===== config.mk =====
export PLATFORM = sky130hd
export DESIGN_NAME = bmf_queue
export DESIGN_NICKNAME = d
export VERILOG_FILES = /design/src/hdl/bmf_pkg.sv /design/src/hdl/bmf_queue.sv
export SDC_FILE = /design/constraint.sdc
export NUM_CORES = 1
export LEC_CHECK = 0
export BUFFER_PORTS_ARGS = -buffer_cell sky130_fd_sc_hd__buf_4
export CAP_MARGIN = 5
export CORE_UTILIZATION = 29
export DETAILED_ROUTE_END_ITERATION = 8
export PLACE_DENSITY = 0.55
export SYNTH_ARGS = -nofsm -noshare
export SYNTH_HDL_FRONTEND = slang
export SYNTH_SLANG_ARGS = --single-unit

===== constraint.sdc =====
create_clock -name clock -period 3.1 [get_ports clock]
set_clock_uncertainty 0.15 [all_clocks]
set_input_delay 0.31 -clock clock [delete_from_list [all_inputs] [get_ports clock]]
set_output_delay 0.31 -clock clock [all_outputs]
set_load 0.02 [all_outputs]

===== src/hdl/bmf_pkg.sv =====
// Shared constants, result record type and pixel decision function for the majority filter.
package bmf_pkg;

   // Image geometry limits.
   localparam int MAX_COLS   = 2048;
   localparam int COL_W      = $clog2(MAX_COLS);
   localparam int ROW_W      = 16;
   localparam int CFG_COLS_W = 12;
   localparam int CSR_DATA_W = 16;
   localparam int CSR_IDX_W  = 1;

   // Row store entry: bit 1 holds the row two above, bit 0 the row just above.
   localparam int STORE_W = 2;

   // Result queue sizing; one input beat can give up to three result beats.
   localparam int QUEUE_DEPTH = 8;
   localparam int QUEUE_AW    = $clog2(QUEUE_DEPTH);
   localparam int MAX_BURST   = 3;

   // Configuration register indexes.
   localparam logic [CSR_IDX_W-1:0] REG_IMAGE_ROWS = 1'd0;
   localparam logic [CSR_IDX_W-1:0] REG_IMAGE_COLS = 1'd1;

   // Reset values of the configuration registers.
   localparam logic [ROW_W-1:0]      RESET_ROWS = 16'd480;
   localparam logic [CFG_COLS_W-1:0] RESET_COLS = 12'd640;

   // One filtered pixel with its coordinates.
   typedef struct packed {
      logic             filtered_pixel;
      logic [ROW_W-1:0] out_row;
      logic [COL_W-1:0] out_col;
      logic             end_of_image;
   } result_type;

   // A white pixel with more than two black neighbors turns black, and a black pixel
   // with more than two white neighbors turns white.
   function automatic logic decide_pixel(input logic center, input logic [2:0] present,
                                         input logic [2:0] whites);
      logic [2:0] blacks;
      logic       result;
      blacks = present - whites;
      result = center;
      if (center && (blacks > 3'd2)) begin
         result = 1'b0;
      end else if (!center && (whites > 3'd2)) begin
         result = 1'b1;
      end
      return result;
   endfunction

endpackage


===== src/hdl/bmf_queue.sv =====
// Result queue that takes up to three beats per cycle and delivers one per cycle.
module bmf_queue (
   input  logic                          clock,
   input  logic                          reset,
   input  logic [1:0]                    push_count,
   input  bmf_pkg::result_type [2:0]     push_beats,
   input  logic                          pop,
   output bmf_pkg::result_type           head_beat,
   output logic [bmf_pkg::QUEUE_AW:0]    level
);
   import bmf_pkg::*;

   result_type          entry_ff [QUEUE_DEPTH];
   logic [QUEUE_AW-1:0] wr_ptr_ff, wr_ptr_in;
   logic [QUEUE_AW-1:0] rd_ptr_ff, rd_ptr_in;
   logic [QUEUE_AW:0]   level_ff, level_in;
   logic [QUEUE_AW-1:0] slot_addr [MAX_BURST];

   // Slots that the incoming beats land in.
   always_comb begin
      for (int k = 0; k < MAX_BURST; k++) begin
         slot_addr[k] = wr_ptr_ff + QUEUE_AW'(k);
      end
   end

   // Pointer and fill level updates.
   always_comb begin
      wr_ptr_in = wr_ptr_ff + QUEUE_AW'(push_count);
      rd_ptr_in = rd_ptr_ff + QUEUE_AW'(pop);
      level_in  = level_ff + (QUEUE_AW+1)'(push_count) - (QUEUE_AW+1)'(pop);
   end

   always_ff @(posedge clock) begin
      if (reset) begin
         wr_ptr_ff <= '0;
         rd_ptr_ff <= '0;
         level_ff  <= '0;
      end else begin
         wr_ptr_ff <= wr_ptr_in;
         rd_ptr_ff <= rd_ptr_in;
         level_ff  <= level_in;
      end
   end

   // Beat storage.
   always_ff @(posedge clock) begin
      for (int k = 0; k < MAX_BURST; k++) begin
         if (2'(k) < push_count) begin
            entry_ff[slot_addr[k]] <= push_beats[k];
         end
      end
   end

   assign head_beat = entry_ff[rd_ptr_ff];
   assign level     = level_ff;

endmodule


### Yosys cells after proc, flatten, opt, wreduce, memory -nomap -nowiden

Memory sizes are Yosys's and may differ from the RTL's. A register that Yosys moved wholly into a read port is not among the register bits.
Cells that the tools add are included.

* output and inout port bits: 33
* memories kept: 1
* register bits after elaboration: 10
* input bits: 92
* bits in writable memories: 232
* logic and storage cells: 20

Memories
* entry_ff: words 8, bits a word 29, read ports 1, clocked after Yosys merged registers in 1, write ports 3, RTL line bmf_queue.sv:13 `result_type entry_ff [QUEUE_DEPTH];`

* muxes and demuxes: 7
* $lt $le $gt $ge: 3
* add/subtract/negate cells: 6

Operators with widths (number)
* $mux W1: 6
* $add A4 B2 Y4: 1
* $lt A1 B2 Y1 const A: 2
* $sub A4 B1 Y4: 1
* $add A3 B1 Y3: 1
* $add A3 B1 Y3 const B: 1
* $add A3 B2 Y3: 1
* $add A3 B2 Y3 const B: 1
* $mux W3: 1
* $lt A2 B2 Y1 const A: 1

### Logic depth before layout (Yosys ltp)

Gate-level depths: netlist of run 1.

* depth after elaboration: 3
* depth in mapped cells: 10
* gate-level depth less buffers: 7

### Worst setup path before layout of run 1

OpenSTA, ideal clock, no wires.

* kind: reg-to-reg
* from: register wr_ptr_ff[1]
* to: memory entry_ff[1][0] (netlist name), enable pin
* arrival: 2.769 ns
* path slack: -0.242 ns
* data required time: 2.527 ns
* buffers on the path: 2
* period minus slack after synthesis: 3.342 ns
* setup time: 0.423 ns
* cell stages (with the launch flop): 6
* cell sequence: dfxtp_1 ha_1 or3b_1 clkbuf_1 clkbuf_1 o2bb2ai_1

RTL lines
* from (decl): RTL line bmf_queue.sv:14 `logic [QUEUE_AW-1:0] wr_ptr_ff, wr_ptr_in;`
* from (signal assigned): RTL line bmf_queue.sv:39 `wr_ptr_ff <= wr_ptr_in;`
* to (decl): RTL line bmf_queue.sv:13

==> impl_results.md, run 1 <==
* Min Tclk post-route at 2.958 ns
* Hold_buf cts at 2
* HPWL after DPL at 37980 um
* Number of synthesized flops with an enable pin at 232
* Antenna Nets Post-Route at 0
* Outcome: finished clean
* Total GRT Usage at 0.2157
* FF-to-FF path depth at 5
* Chip Width at 239.0 um
* Total grt overflow at 0
* TNS Setup at 0 ns
* Ports at 125
* CP Launch Type: flop
* WS Path Type: flop to primary output
* Max Slew Vio Count at 0
* Average wire per standard cell at 25.49 um
* Postcts setup bufs at 0
* CTS resizes at 0
* Finished Core Util at 0.3425
* H-Tree Depth at 1
* Tcrit/Tclk final at 0.9542
* Count of different cell masters after synthesis at 39
* Total CTS buffers at 29
* CTS Buffer Depth at 3
* Synth warn at 0
* Post-Syn Instances at 1687
* Setup-failing EPs final at 0
* Worst R2R End: entry_ff[5][15]
* Cell row count at 86
* Worst VDD drop at 0.6145 mV
* RSZ-0062 raised after global routing: false
* CTS tree: yes
* Synth cell count leaders: 234 x nand2_1, 232 x edfxtp_1, 232 x nor3_1
* Root buf cell: clkbuf_16
* Ranking of synthesized cells by area: edfxtp_1 43%, a31oi_1 8.5%, mux4_2 8.0%, nor3_1 7.1%, o21ai_0 6.8%
* Post-synthesis cell area at 0.01629 mm^2
* Post-route DRC at 0
* Fillers at 5602
* Post-Route WL at 62310 um
* Hold Fails Final Rpt at 0
* Crit path max fanout at 19
* Placed Cells at 2391
* Max capacitance violation total at 0
* First-pass GRT wire length at 93490 um
* Critical Path AT at 2.50 ns
* Share of cells above drive strength 1 at 0.2280
* Critical Path RT at 2.64 ns
* Worst-path clk slew at 0.06 ns
* Highest Clock Rate at 338.1 MHz
* Final nets at 1779
* Clk sink count at 242
* Final GP Congestion at 0.8227
* Placement Setup Slack at 0.4914 ns
* Net Count, Synth at 1790
* Register area share after synthesis at 0.4399
* Crit path cell chain: buf_12 -> mux4_2 -> mux2_2 -> buf_4
* Vias at 14900
* Fin cells at 2444
* Share of the synthesized area in the top cell type at 0.4276
* Synthesized flop and latch total at 242
* Die area at 0.05713 mm^2
* Flop-to-flop setup slack at 0.41 ns
* Skew-Pair Late Insertion Delay at 0.57 ns
* Power Density at 584.0 mW/mm^2
* Vias/cell at 6.097
* Synth Flop Type: edfxtp_1
* Core region area at 0.05531 mm^2
* Drt pass-1 iters at 6
* Critical Path End: head_beat[10]
* Final worst setup slack at 0.1421 ns
* R2R Path Start: wr_ptr_ff[1]
* CP endpoint kind: primary output
* Die Y at 239.0 um
* Area growth, synth to finish at 16.28%
* Initial Utilization at 0.2946
* Max stage delay cell, worst path: dfxtp_4
* Critical Path Source: rd_ptr_ff[0]
* Count leader, synth: nand2_1
* Largest net degree at the start of global routing at 131
* Largest area contributor in the netlist: edfxtp_1
* Vias in the first global route at 14610
* 1st-iter DRT viols at 1435
* Slew HR at 0.2532
* Synth Area per Inst at 9.657 um^2
* Hold WC Path Type: input pin to flop
* Worst-Margin Slew at 1.115 ns
* PortBufs at 124
* Max incr delay on CP at 0.63 ns
* Initial antenna violation count at 3
* Leakage power total at 5.757 nW
* Async SR Flop Fraction at 0
## worst min path at each step
| stage | from | to | cells past startpoint |
|---|---|---|---|
| 2_1_floorplan | reset | level[3] | 2 |
| 3_3_place_gp | reset | rd_ptr_ff[0] | 2 |
| 3_5_place_dp | reset | rd_ptr_ff[0] | 2 |
| 4_1_cts | push_beats[80] | entry_ff[1][22] | 3 |
| 5_1_grt | push_beats[80] | entry_ff[1][22] | 3 |
| 6_report | push_beats[81] | entry_ff[7][23] | 3 |
## flip-flops by register name, summed over array words and instances, names as in the netlist
name	count
level	4
entry_ff	232
rd_ptr_ff	3
wr_ptr_ff	3
## layout by cell type, fill, tap and decap left out, types with 16 or more instances in the layout
| master | synthesis | layout |
|---|---|---|
| and4bb_2 | 29 | 29 |
| clkbuf_16 | 0 | 29 |
| nor3_1 | 232 | 232 |
| a31oi_1 | 222 | 222 |
| o21ai_0 | 222 | 222 |
| and4b_1 | 58 | 58 |
| buf_12 | 0 | 16 |
| mux2_2 | 30 | 30 |
| edfxtp_1 | 232 | 232 |
| and4_1 | 29 | 29 |
| buf_4 | 2 | 182 |
| nand2_1 | 234 | 233 |
| mux4_2 | 58 | 58 |
## metrics by stage
step	hold slack (ns)	area (um^2)	total power [W]
after detailed placement	0.4432	18050	0.007841
after global placement	0.4387	18050	0.007783
final	0.02452	18940	0.01106
after floorplan	0.3405	16320	0.006469
after global routing	0.03157	18940	0.01147
after CTS	0.004371	18940	0.01108
## worst max-delay path, delay by kind of cell, from the launching register on
kind | cells | cell delay [ns]
mux | 2 | 0.83
flops | 1 | 0.63
buf+inv | 2 | 0.44
## metal layers
layer	vias up	GRT usage	wire length, um
met5	-	0	12
li1	6501	-	-
met2	902	0.3537	29330
met1	7308	0.2807	24620
met4	2	0.09460	2493
met3	188	0.03326	5849
## cells by family after synthesis
family / Yosys count / synth area share
AND/OR/NAND/NOR: 610 / 0.2092
AO/OA/AOI/OAI: 477 / 0.1698
buffers and inverters: 251 / 0.06635
flip-flops: 242 / 0.4399
multiplexers: 89 / 0.1015
adder cells (fa/ha/maj): 12 / 0.009984
XOR/XNOR: 6 / 0.003226
## where the power goes
| part | internal, W | switching [W] |
|---|---|---|
| Clock | 0.00186 | 0.00139 |
| Sequential | 0.00415 | 0.000153 |
| Combinational | 0.00125 | 0.00226 |
## final cells by class
type                    instances  area, um^2  area share
repair buffers                200        1707     0.09009
diodes                          3       7.507   0.0003963
inverters                       9       33.78    0.001783
well taps                     748       935.9     0.04940
clock inverters                14       121.4    0.006406
clock buffers                  34       744.5     0.03930
flip-flops and latches        242        7177      0.3788
multi-input cells            1194        8218      0.4338
Note: power is estimated with default switching activity, not from simulation.
==> inputs of run 2 (changes only) <==
--- a/config.mk
+++ b/config.mk
@@ -8,8 +8,10 @@
 export BUFFER_PORTS_ARGS = -buffer_cell sky130_fd_sc_hd__buf_4
 export CAP_MARGIN = 5
 export CORE_UTILIZATION = 29
+export CTS_CLUSTER_DIAMETER = 60
 export DETAILED_ROUTE_END_ITERATION = 8
 export PLACE_DENSITY = 0.55
+export RECOVER_POWER = 25
 export SYNTH_ARGS = -nofsm -noshare
 export SYNTH_HDL_FRONTEND = slang
 export SYNTH_SLANG_ARGS = --single-unit
==> impl_results.md, run 2 (synthesized netlist as in run 1, its figures left out) <==
* Die Y at 239.0 um (unchanged)
* PortBufs at 124 (unchanged)
* CP endpoint kind: primary output (unchanged)
* Min Tclk post-route at 2.972 ns (was 2.958 ns)
* Worst Path Buf+Inv at 2 (unchanged)
* CP Launch Type: flop (unchanged)
* Total grt overflow at 0 (unchanged)
* Cell row count at 86 (unchanged)
* Met2 usage at 0.3562 (was 0.3537)
* Max stage delay cell, worst path: dfxtp_4 (unchanged)
* Max incr delay on CP at 0.62 ns (was 0.63 ns)
* Chip Width at 239.0 um (unchanged)
* Average wire per standard cell at 25.26 um (was 25.49 um)
* CTS tree: yes (unchanged)
* Final Power at 0.01148 W (was 0.01106 W)
* Worst-path clk slew at 0.06 ns (about the same)
* Hold WC Path Type: input pin to flop (unchanged)
* Share of cells above drive strength 1 at 0.2226 (was 0.2280)
* HPWL after DPL at 37980 um (unchanged)
* Clk sink count at 242 (unchanged)
* Register area at 0.007178 mm^2 (was 0.007177 mm^2)
* Vias at 15060 (was 14900)
* Critical Path RT at 2.64 ns (about the same)
* Met1 global-route usage at 0.2824 (was 0.2807)
* Vias in the first global route at 14760 (was 14610)
* Post-route DRC at 0 (unchanged)
* Hold Fails Final Rpt at 0 (unchanged)
* H-Tree Depth at 1 (unchanged)
* Most frequent cells in the layout: 233 x nand2_1, 232 x nor3_1, 232 x edfxtp_1, 222 x o21ai_0, 222 x a31oi_1 (unchanged)
* Area growth, synth to finish at 18.26% (was 16.28%)
* 1st-iter DRT viols at 1613 (was 1435)
* First-pass GRT wire length at 93980 um (was 93490 um)
* Drt pass-1 iters at 6 (unchanged)
* Antenna Nets Post-Route at 0 (unchanged)
* Initial antenna violation count at 1 (was 3)
* Tcrit/Tclk final at 0.9588 (was 0.9542)
* Commonest non-fill, non-tap cell in the layout: nand2_1 (unchanged)
* Post-Route WL at 62500 um (was 62310 um)
* Multi-input gate area at 0.008180 mm^2 (was 0.008218 mm^2)
* Max capacitance violation total at 0 (unchanged)
* Grt met3 use at 0.03141 (was 0.03326)
* Largest net degree at the start of global routing at 131 (unchanged)
* Root buf cell: clkbuf_16 (unchanged)
* Initial Utilization at 0.2946 (unchanged)
* Final GP Congestion at 0.8227 (unchanged)
* Total CTS buffers at 31 (was 29)
* Postcts setup bufs at 0 (unchanged)
* Vias/cell at 6.085 (was 6.097)
* Skew-Pair Late Insertion Delay at 0.59 ns (was 0.57 ns)
* Ports at 125 (unchanged)
* Highest Clock Rate at 336.5 MHz (was 338.1 MHz)
* Worst VDD drop at 0.4601 mV (was 0.6145 mV)
* Die area at 0.05713 mm^2 (unchanged)
* Total GRT Usage at 0.2167 (was 0.2157)
* Critical Path AT at 2.51 ns (was 2.50 ns)
* Grt peak-use layer: met2 (unchanged)
* CP delay by family, top: multiplexers (unchanged)
* Worst-Margin Slew at 1.082 ns (was 1.115 ns)
* Leakage power total at 5.902 nW (was 5.757 nW)
* Hold Slack at 0.01884 ns (was 0.02452 ns)
* Fillers at 5589 (was 5602)
* Slew HR at 0.2784 (was 0.2532)
* Largest register FFs at 232 (unchanged)
* Power Density at 595.9 mW/mm^2 (was 584.0 mW/mm^2)
* Final nets at 1807 (was 1779)
* WS Path Type: flop to primary output (unchanged)
* TNS Setup at 0 ns (unchanged)
* RSZ-0062 raised after global routing: false (unchanged)
* Outcome: finished clean (unchanged)
* Crit path cell chain: buf_12 -> mux4_2 -> mux2_2 -> buf_4 (unchanged)
* CTS Buffer Depth at 3 (unchanged)
* Crit path max fanout at 19 (unchanged)
* Max Slew Vio Count at 0 (unchanged)
* Finished Core Util at 0.3484 (was 0.3425)
* Core region area at 0.05531 mm^2 (unchanged)
* Setup-failing EPs final at 0 (unchanged)
==> run 2: changes by cell type in the layout (fill, tap and decap cells not counted), moves of 3 or more <==
| cell | change |
|---|---|
| dlygate4sd3_1 | +26 |
| buf_4 | -13 |
| clkbuf_1 | +8 |
| clkbuf_2 | +8 |
| o22ai_4 | -4 |
| clkinv_1 | -3 |
| o22ai_1 | +3 |
==> run 2: power breakdown <==
part	switching [W]	internal, W	total [W]
logic	0.00226	0.00125	0.00350
clock network	0.00150	0.00217	0.00367
registers	0.000154	0.00415	0.00431
==> run 2: area by class of cell <==
type / count / share of cell area
Multi-Input combinational cell: 1194 / 0.4246
Sequential cell: 242 / 0.3726
Timing Repair Buffer: 226 / 0.1001
Tap cell: 748 / 0.04857
Clock buffer: 39 / 0.04182
Clock inverter: 15 / 0.01052
Inverter: 9 / 0.001753
Antenna cell: 1 / 0.0001299
==> run 2: worst paths after layout <==
path / startpoint / to / slack (ns) / cells past startpoint
setup reg to reg: wr_ptr_ff[0] / entry_ff[1][19] / 0.18 / 6
hold / removal: push_beats[69] / entry_ff[7][11] / 0.02 / 3
setup / recovery: rd_ptr_ff[0] / head_beat[10] / 0.13 / 4
hold reg to reg: level[3] / level[3] / 0.51 / 3
==> run 2: tightest hold or removal path, delay by kind of cell <==
family,cells,cell delay [ns]
compound gates,1,0.12
buf+inv,1,0.14
simple gates,1,0.06
==> run 2: layer usage <==
| metal | wire length (um) | part of all wire | up-vias |
|---|---|---|---|
| met1 | 24450 | 0.39 | 7351 |
| met2 | 29340 | 0.47 | 945 |
| met5 | 0 | 0 | - |
| li1 | - | - | 6566 |
| met4 | 2780 | 0.044 | 0 |
| met3 | 5931 | 0.095 | 193 |
==> run 2: stage by stage <==
step,setup WS [ns],std cells,area [um^2]
floorplan,-0.07501,1687,16320
global placement,0.5399,2391,18050
detailed placement,0.4914,2391,18050
CTS,0.04642,2473,19340
global route,0.02826,2474,19270
finish,0.1278,2474,19270
==> run 2: repair_timing <==
item	CTS	global route
hold buffers	28	0
endpoints found under the setup margin	0	5
gates resized for setup	0	3
endpoints found under the hold margin	56	0
